<file path="src/rtl/core/cpts_pkg.sv">
`timescale 1ns / 1ps
`default_nettype none
// ----------------------------------------------------------------------------
// cpts_pkg: shared types and constants for the counter/priority scheduler
// Holds operation codes, run states, the controller state type and the
// command/status structs between controller and datapath.
// ----------------------------------------------------------------------------
package cpts_pkg;

  localparam logic [1:0] OP_WRITE = 2'd0;
  localparam logic [1:0] OP_SCHED = 2'd1;
  localparam logic [1:0] OP_READ  = 2'd2;

  localparam logic [1:0] ST_RUNNING = 2'd0;
  localparam logic [1:0] ST_INTR    = 2'd1;

  localparam logic [31:0] SIG_ALARM_BIT = 32'h0000_2000;
  localparam logic [31:0] UNBLOCKABLE   = 32'h0004_0100;

  localparam int IN_BITS  = 288;
  localparam int OUT_BITS = 192;

  typedef enum logic [2:0] {
    S_CLEAR,
    S_IDLE,
    S_WAKE,
    S_PICK,
    S_REFILL,
    S_PICK2,
    S_DONE
  } ctl_state_t;

  typedef struct packed {
    logic clear;     // reset sweep step
    logic write;     // load slot from input item
    logic read;      // capture readback
    logic sched_start;
    logic wake;      // wake step at scan index
    logic pick;      // pick step at scan index
    logic pick_init;
    logic refill;    // refill step at scan index
    logic set_refill;
  } cpts_cmd_t;

  typedef struct packed {
    logic best_zero; // best counter found is 0
  } cpts_sts_t;

endpackage
`default_nettype wire

</file>
<file path="src/rtl/core/cpts_ctrl.sv">
`timescale 1ns / 1ps
`default_nettype none
// ----------------------------------------------------------------------------
// cpts_ctrl: controller state machine
// Sequences clear sweep, write, read, and the wake/pick/refill scans.
// ----------------------------------------------------------------------------
module cpts_ctrl import cpts_pkg::*; #(
  parameter int NUM_SLOTS = 64,
  parameter int IW = $clog2(NUM_SLOTS)
) (
  input  wire logic          clk,
  input  wire logic          rst,
  input  wire logic          in_fire,
  input  wire logic [1:0]    in_op,
  input  wire logic          out_busy,   // result register still full
  input  cpts_sts_t          sts,
  output cpts_cmd_t          cmd,
  output logic [IW-1:0]      idx,
  output logic               in_ready,
  output logic               emit
);

  ctl_state_t state, state_next;
  logic [IW-1:0] idx_next;
  logic last;

  // Scans run down to index 0; that step carries no command and drains the
  // registered action on slot 1.
  assign last = (idx == '0);

  always_ff @(posedge clk) begin
    if (rst) begin
      state <= S_CLEAR;
      idx   <= IW'(NUM_SLOTS - 1);
    end else begin
      state <= state_next;
      idx   <= idx_next;
    end
  end

  always_comb begin
    state_next = state;
    idx_next   = idx;
    cmd        = '0;
    in_ready   = 1'b0;
    emit       = 1'b0;
    case (state)
      S_CLEAR: begin
        cmd.clear = 1'b1;
        idx_next  = idx - IW'(1);
        if (idx == '0) begin
          state_next = S_IDLE;
        end
      end
      S_IDLE: begin
        in_ready = !out_busy;
        idx_next = IW'(NUM_SLOTS - 1);
        if (in_fire) begin
          case (in_op)
            OP_WRITE: cmd.write = 1'b1;
            OP_READ: begin
              cmd.read = 1'b1;
              emit     = 1'b1;
            end
            OP_SCHED: begin
              cmd.sched_start = 1'b1;
              state_next      = S_WAKE;
            end
            default: ;
          endcase
        end
      end
      S_WAKE: begin
        cmd.wake = !last;
        idx_next = idx - IW'(1);
        if (last) begin
          idx_next   = IW'(NUM_SLOTS - 1);
          state_next = S_PICK;
        end
        if (idx == IW'(NUM_SLOTS - 1)) begin
          cmd.pick_init = 1'b1;
        end
      end
      S_PICK: begin
        cmd.pick = !last;
        cmd.pick_init = (idx == IW'(NUM_SLOTS - 1));
        idx_next = idx - IW'(1);
        if (last) begin
          idx_next   = IW'(NUM_SLOTS - 1);
          state_next = S_DONE;
        end
      end
      S_DONE: begin
        if (sts.best_zero && !cmd.set_refill) begin
          state_next = S_REFILL;
        end else begin
          emit       = 1'b1;
          state_next = S_IDLE;
        end
      end
      S_REFILL: begin
        cmd.refill = !last;
        idx_next   = idx - IW'(1);
        if (last) begin
          cmd.set_refill = 1'b1;
          idx_next   = IW'(NUM_SLOTS - 1);
          state_next = S_PICK2;
        end
      end
      S_PICK2: begin
        cmd.pick = !last;
        cmd.pick_init = (idx == IW'(NUM_SLOTS - 1));
        idx_next = idx - IW'(1);
        if (last) begin
          emit       = 1'b1;
          state_next = S_IDLE;
        end
      end
      default: state_next = S_IDLE;
    endcase
  end

endmodule
`default_nettype wire

</file>
<file path="config.mk">
export PLATFORM = sky130hd
export DESIGN_NAME = cpts_ctrl
export DESIGN_NICKNAME = d
export VERILOG_FILES = /design/src/rtl/core/cpts_pkg.sv /design/src/rtl/core/cpts_ctrl.sv
export SDC_FILE = /design/constraint.sdc
export NUM_CORES = 1
export LEC_CHECK = 0
export BUFFER_PORTS_ARGS = -buffer_cell sky130_fd_sc_hd__buf_2
export CAP_MARGIN = 20
export CORE_MARGIN = 5
export CORE_UTILIZATION = 47
export DETAILED_ROUTE_END_ITERATION = 16
export PLACE_DENSITY_LB_ADDON = 0.3
export REMOVE_ABC_BUFFERS = 1
export SLEW_MARGIN = 5
export SYNTH_ARGS = -nofsm -noshare
export SYNTH_HDL_FRONTEND = slang
export SYNTH_SLANG_ARGS = --single-unit
</file>
<file path="constraint.sdc">
create_clock -name clk -period 2.04 [get_ports clk]
set_input_delay 0.102 -clock clk [delete_from_list [all_inputs] [get_ports clk]]
set_output_delay 0.102 -clock clk [all_outputs]
set_load 0.1 [all_outputs]
</file>
==> results by group, run 1 <==
Synth
  – Adder-cell share of the synthesized area: 0.03824
  – Area leader, netlist: dfxtp_1
  – Top-area cell type share of the netlist area: 0.2753
  – Syn Area/Cell: 8.389 sq um
  – Flops & latches, synth: 9
  – Largest family of logic cells by synthesized area: simple AND/OR/NAND/NOR gates
  – Synth Cell Area: between 600 and 700 sq um
  – Sequential area share after synthesis: 0.2753
  – Top cells by area, synth: dfxtp_1, nand2_1, buf_6
  – Synth Area in Simple Gates: 0.3671
  – Yosys cell types: 35
  – Compound-Gate Fraction of Synth Area: 0.1472
  – Synth Area in XOR/XNOR: 0.06692
  – Synth warn: 0
  – Multiplexer area fraction after synthesis: 0
  – Gate Count Post-Synth: between 70 and 80

Floorplan
  – Row cnt: 13
  – Die area: 2239 sq um
  – Initial Utilization: 0.5029
  – Die X: 47.32 microns
  – Core ar.: 1301 sq um
  – IO Count: 24
  – Die height: 47.32 microns

Pwr
  – Leak Pwr: ~0.39 nW
  – PD cells: between 500 and 600 nW/um^2
  – Maximum vdd drop: 0.3798 mV

Critical path
  – FF-to-FF Start: idx[0]$_SDFFE_PP1P_
  – Critical Path RT: around 1900 ps
  – Crit-path max FO: 4
  – Critical Path Source Type: flop
  – CP Launch Point: idx[0]$_SDFFE_PP1P_
  – Critical Path Sink Type: output port
  – Critical path type: reg2out
  – Arr. time, crit path: 1900 ps

Placed design
  – Port buffer count: 23
  – RePlAce Congestion: 0.8418
  – Dpl hpwl: between 1000 and 1500 microns

Cells and area
  – Seq. cell area: 185.2 sq um
  – Diodes inserted: 0
  – Util after Layout: 0.6933
  – Most frequent cells in the layout: buf_2, nand2_1, buf_4, nor2_1, dfxtp_1
  – Fillers: 114
  – Multi-input logic area: 424.2 sq um
  – Layout area overhead: 37.86%
  – Leading cell type in the layout, fill and taps excluded: buf_2
  – Share of layout cells above drive strength 1: 0.4636
  – Final #Nets: 120

GRT
  – Largest net degree at the start of global routing: 13
  – First-pass GRT wire length: 2898 microns
  – Initial antenna violation count: 0
  – GRT overflow: 0
  – GRT Overall Usage: 0.1799
  – Vias in the first global route: 662

Timing
  – Max-slew violations: 0
  – RSZ-0062 raised after global routing: yes
  – Min cycle time layout: 2004 ps
  – Tcrit/Tclk final: 0.9824
  – Fmax: 499.0 MHz
  – Final hold viol count: 0
  – Final Skew: between 8 and 9 ps
  – Final count of negative-setup-slack endpoints: 0
  – Worst-Margin Slew: 479.2 ps
  – Hold slack: 87.88 ps
  – Slew margin rel.: 0.6723

Detailed routing
  – DR vias: 692
  – Routed Antenna Nets: 0
  – Via-per-instance ratio: 5.536
  – Initial DRC count: 22
  – Wire length per cell: 13.80 microns
  – Routed wire length: ~1700 microns
  – First-pass detailed-route iteration total: 4
  – DR DRC count: 0

CTS
  – Root Driver: clkbuf_4
  – H-tree Lvls: 1
  – CTS Buffer Depth: 2
  – Inserted Clock Buffers: 3
  – CTS tree: built
  – Clock transition at the registers of the reported paths: about 70 ps
  – Clock Latency Late Sink: around 270 ps
  – TritonCTS Sinks: 9

Run
  – Max cap viols: 0

Hold path
  – Hold WC Path Type: in2reg
  – HP Start: rst

Status
  – Outcome: finished, final reports clean
state kept, by name, summed over array words and instances, names as in the netlist:
signal  flops
state       3
idx         6
what timing repair did:
action                     4_1_cts  5_1_grt
pin swaps                        4        4
resized for setup                9        1
setup endpoints to repair        3        5
buffers inserted                 4        0
hold buffers                     0        0
final timing paths:
check	end	slack, ps	depth (start not counted)
min reg2reg	idx[5]$_SDFFE_PP1P_	550	2
min	state[1]$_SDFFE_PP0P_	90	2
max reg2reg	state[2]$_SDFFE_PP0P_	240	7
max	cmd[0]	40	6
area by class of cell:
type	count	share of cell area
inverters	4	0.01664
well taps	15	0.02080
flip-flops and latches	9	0.2053
multi-input cells	61	0.4702
repair buffers	32	0.2580
clock buffers	4	0.02913
cells by family after synthesis:
| family | count (synthesis) |
|---|---|
| xor+xnor | 5 |
| compound gates | 13 |
| simple gates | 41 |
| fa+ha+maj | 2 |
| flops | 9 |
| buf+inv | 8 |
power breakdown:
part	total [mW]	internal, mW	switching (mW)
Clock	0.142	0.0755	0.0661
Sequential	0.191	0.183	0.00769
Combinational	0.126	0.0368	0.0894
Total	0.459	0.296	0.163
cells in the mapped netlist:
cell type  number
o311ai_0        1
a21oi_1         2
a41o_1          1
or2b_2          1
or3b_2          2
nor2_1          8
nor4_1          3
and3_1          1
nand2_1        10
inv_1           4
or4b_1          1
xnor2_1         3
a22oi_1         1
and4b_1         1
o31ai_1         1
nor3_4          1
and3_2          1
nand3_1         3
o21ai_0         2
a2111oi_0       1
o21ba_2         1
o21bai_1        1
o22a_2          1
or3b_4          1
buf_12          1
nor3_1          4
dfxtp_1         9
buf_6           3
a31oi_1         1
ha_1            2
nor4b_1         1
xor2_1          2
nand3b_1        1
nor3b_1         1
and2b_1         1
metal layers:
metal / GRT usage / routed length [microns]
met5: 0 / 0
met3: 0.03448 / 143
met2: 0.2861 / 790
met1: 0.2323 / 780
met4: 0.08287 / 11
through the flow:
stage | cells | TNS [ps] | total power, mW | area, sq um | worst slack (ps)
after global placement | 117 | 0 | 0.3029 | 817.0 | 186.8
after CTS | 125 | 0 | 0.4576 | 897.1 | 13.00
after floorplan | 74 | -24240 | 0.2785 | 600.6 | -2876
after global routing | 125 | -65.32 | 0.4819 | 902.1 | -48.35
after detailed placement | 117 | 0 | 0.3045 | 817.0 | 123.6
final | 125 | 0 | 0.4588 | 902.1 | 35.93
worst max-delay path, cell delays in order, from the launching register on:
cell and delay [ps]:
dfxtp_2 320, inv_2 60, ha_4 130, or3b_4 400, nor4_1 370, buf_4 200, buf_12 160
No activity file was read; power rests on OpenSTA's default activity.
==> inputs of run 2 (changes only) <==
Settings changed: ABC_AREA set to 1, CAP_MARGIN 20 to unset, CORE_UTILIZATION 47 to 48, CTS_CLUSTER_DIAMETER set to 120.
==> run 2 against run 1 <==
  * Critical path depth fell by 1
  * Combinational power fell by 42%
  * Non-clock buffer count fell by 9
  * Die area rose by 5.9%
  * First-iteration DRC count rose by 68%
  * Sequential cell count did not move
  * Total power fell by 14%
  * Utilization fell by 9.6 points
  * Cell area fell by 3.7%
  * Synthesized area rose by 9.8%
  * Sequential power fell by 3%
==> results by group, run 2 <==
Timing
  – RSZ-0062 raised after global routing: no
  – Slew margin rel.: 0.6764
  – Final count of negative-setup-slack endpoints: 0
  – Worst-Margin Slew: 488.8 ps
  – Min cycle time layout: 1855 ps
  – Final hold viol count: 0
  – Tcrit/Tclk final: 0.9094
  – Final Skew: 5.181 ps
  – Hold slack: 47.42 ps
  – Max-slew violations: 0
  – Fmax: about 540 MHz
  – Post-route setup slack: 184.9 ps

Placed design
  – Dpl hpwl: 1391 microns
  – Port buffer count: 23
  – Placed inst area: 842.1 sq um
  – RePlAce Congestion: 0.8582
  – Place WS: 445.4 ps

CTS
  – Clock Latency Late Sink: 260 ps
  – Root Driver: clkbuf_4
  – Cts repair resizes: 0
  – CTS Buffer Depth: 2
  – H-tree Lvls: 1
  – Post-CTS Hold Buffers: 0
  – Inserted Clock Buffers: 3
  – CTS tree: built
  – TritonCTS Sinks: 9
  – Clock transition at the registers of the reported paths: around 60 ps
  – Postcts setup bufs: 0

Cells and area
  – Final #Nets: 157
  – Share of layout cells above drive strength 1: 0.2449
  – Multi-input logic area: around 430 sq um
  – Leading cell type in the layout, fill and taps excluded: nand2_1
  – Seq. cell area: 180.2 sq um
  – Fin area: about 870 sq um
  – Fillers: 139
  – Max reg flops: 6
  – Util after Layout: 0.5972
  – Top Registers: idx: 6 flops, state: 3 flops
  – Layout area overhead: 20.91%
  – Largest register by flop count: idx
  – Most frequent cells in the layout: nand2_1, inv_1, buf_2, nor2_1, nand3_1
  – Diodes inserted: 0

Floorplan
  – IO Count: 24
  – Die X: about 50 microns
  – Row cnt: 14
  – Core ar.: 1454 sq um
  – Die height: a little under 50 microns
  – Initial Utilization: 0.4940
  – Die area: 2370 sq um

Detailed routing
  – DR vias: a little over 800
  – Via-per-instance ratio: 5.061
  – DR DRC count: 0
  – WL met1: 733 microns
  – Highest Signal Layer: met3
  – Initial DRC count: 37
  – Wire length per cell: 10.55 microns
  – First-pass detailed-route iteration total: 4
  – WL met2: 833 microns
  – Metal3 WL: approximately 150 microns
  – Routed Antenna Nets: 0
  – Routed wire length: 1720 microns

Synth
  – Synth Area in XOR/XNOR: 0.02439
  – Compound-Gate Fraction of Synth Area: 0.04704
  – Most frequent cells after synthesis: nand2_1, inv_1, nor2_1, nand3_1, dfxtp_1
  – Adder-cell share of the synthesized area: 0.03484
  – Multiplexer area fraction after synthesis: 0
  – Gate Count Post-Synth: 121
  – Largest family of logic cells by synthesized area: simple AND/OR/NAND/NOR gates
  – Yosys cell types: 19
  – Top cells by area, synth: dfxtp_1, nand2_1, inv_1
  – Synth Area in Simple Gates: 0.4861
  – Fraction of registers with async set/reset: 0
  – Sequential area share after synthesis: 0.2509
  – Area leader, netlist: dfxtp_1
  – Synth warn: 0
  – Synth Flop Type: dfxtp_1
  – Top-count cell post-synth: nand2_1
  – Flops & latches, synth: 9
  – Synth Cell Area: between 700 and 800 sq um
  – Syn Area/Cell: 5.935 sq um
  – Top-area cell type share of the netlist area: 0.2509
  – Post-synth EDFFs: 0

Pwr
  – PD cells: 454.1 nW/um^2
  – Sequential Power Share: 0.473
  – Switch share: 0.3056
  – Leak Pwr: roughly 0.54 nW
  – Net Sw Power: 120.5 uW
  – Clock network fraction of design power: 0.342
  – Logic pwr share: 0.186
  – Internal: 273.8 uW
  – Maximum vdd drop: 0.4753 mV

Critical path
  – Critical path type: reg2out
  – Critical Path RT: 1940 ps
  – Critical Path Sink Type: output port
  – Arr. time, crit path: 1750 ps
  – Crit-path max FO: 7
  – Critical Path Source Type: flop

Run
  – Max cap viols: 0

GRT
  – Initial antenna violation count: 0
  – Vias in the first global route: 763
  – GRT overflow: 0
  – Largest net degree at the start of global routing: 11
  – GRT Overall Usage: 0.1529
  – First-pass GRT wire length: between 3000 and 4000 microns

Hold path
  – Hold WC Path Type: in2reg

Status
  – Outcome: finished, final reports clean
run 2: cell type report:
type                    instances  area share
multi-input cells              84      0.4899
well taps                      16     0.02305
repair buffers                 23      0.1326
clock buffers                   4     0.03026
flip-flops and latches          9      0.2075
inverters                      27      0.1167
run 2: metal layers:
layer,up-vias,GRT usage
li1,430,-
met1,362,0.1896
met2,33,0.2522
met3,0,0.06135
met4,0,0.02242
met5,-,0
run 2: worst paths after layout:
path                           endpoint                start  depth (start not counted)  slack [ps]
setup reg to reg  state[0]$_SDFFE_PP0P_  idx[0]$_SDFFE_PP1P_                          9         600
hold / removal      idx[3]$_SDFFE_PP1P_                  rst                          3          50
hold reg to reg     idx[2]$_SDFFE_PP1P_  idx[2]$_SDFFE_PP1P_                          2         560
setup / recovery                   emit  idx[0]$_SDFFE_PP1P_                          5         180
run 2: kinds of logic after synthesis:
group | Yosys count
and+or+nand+nor | 74
AOI/OAI and AO/OA | 6
xor gates and xnor gates | 2
DFF | 9
buffers and inverters | 28
adders and majority gates | 2
run 2: worst max-delay path: stages (launching register included):
cell      delay (ps)
dfxtp_1          320
inv_1            140
ha_1             220
nand3_2          180
o221ai_1         180
buf_2            450
run 2: metrics by stage:
stage	TNS (ps)	total power, mW	std cells
after global routing	0	0.4193	163
after floorplan	-4696	0.2459	120
after global placement	0	0.2628	159
after detailed placement	0	0.2636	159
final	0	0.3943	163
after CTS	0	0.4009	163
run 2: power by group through the flow:
stage               Sequential (mW)  Combinational (mW)  Clock [mW]
finish                        0.186              0.0732       0.135
global route                  0.187              0.0787       0.153
CTS                           0.186              0.0736       0.141
detailed placement            0.190              0.0734           0
global placement              0.190              0.0730           0
floorplan                     0.225              0.0213           0
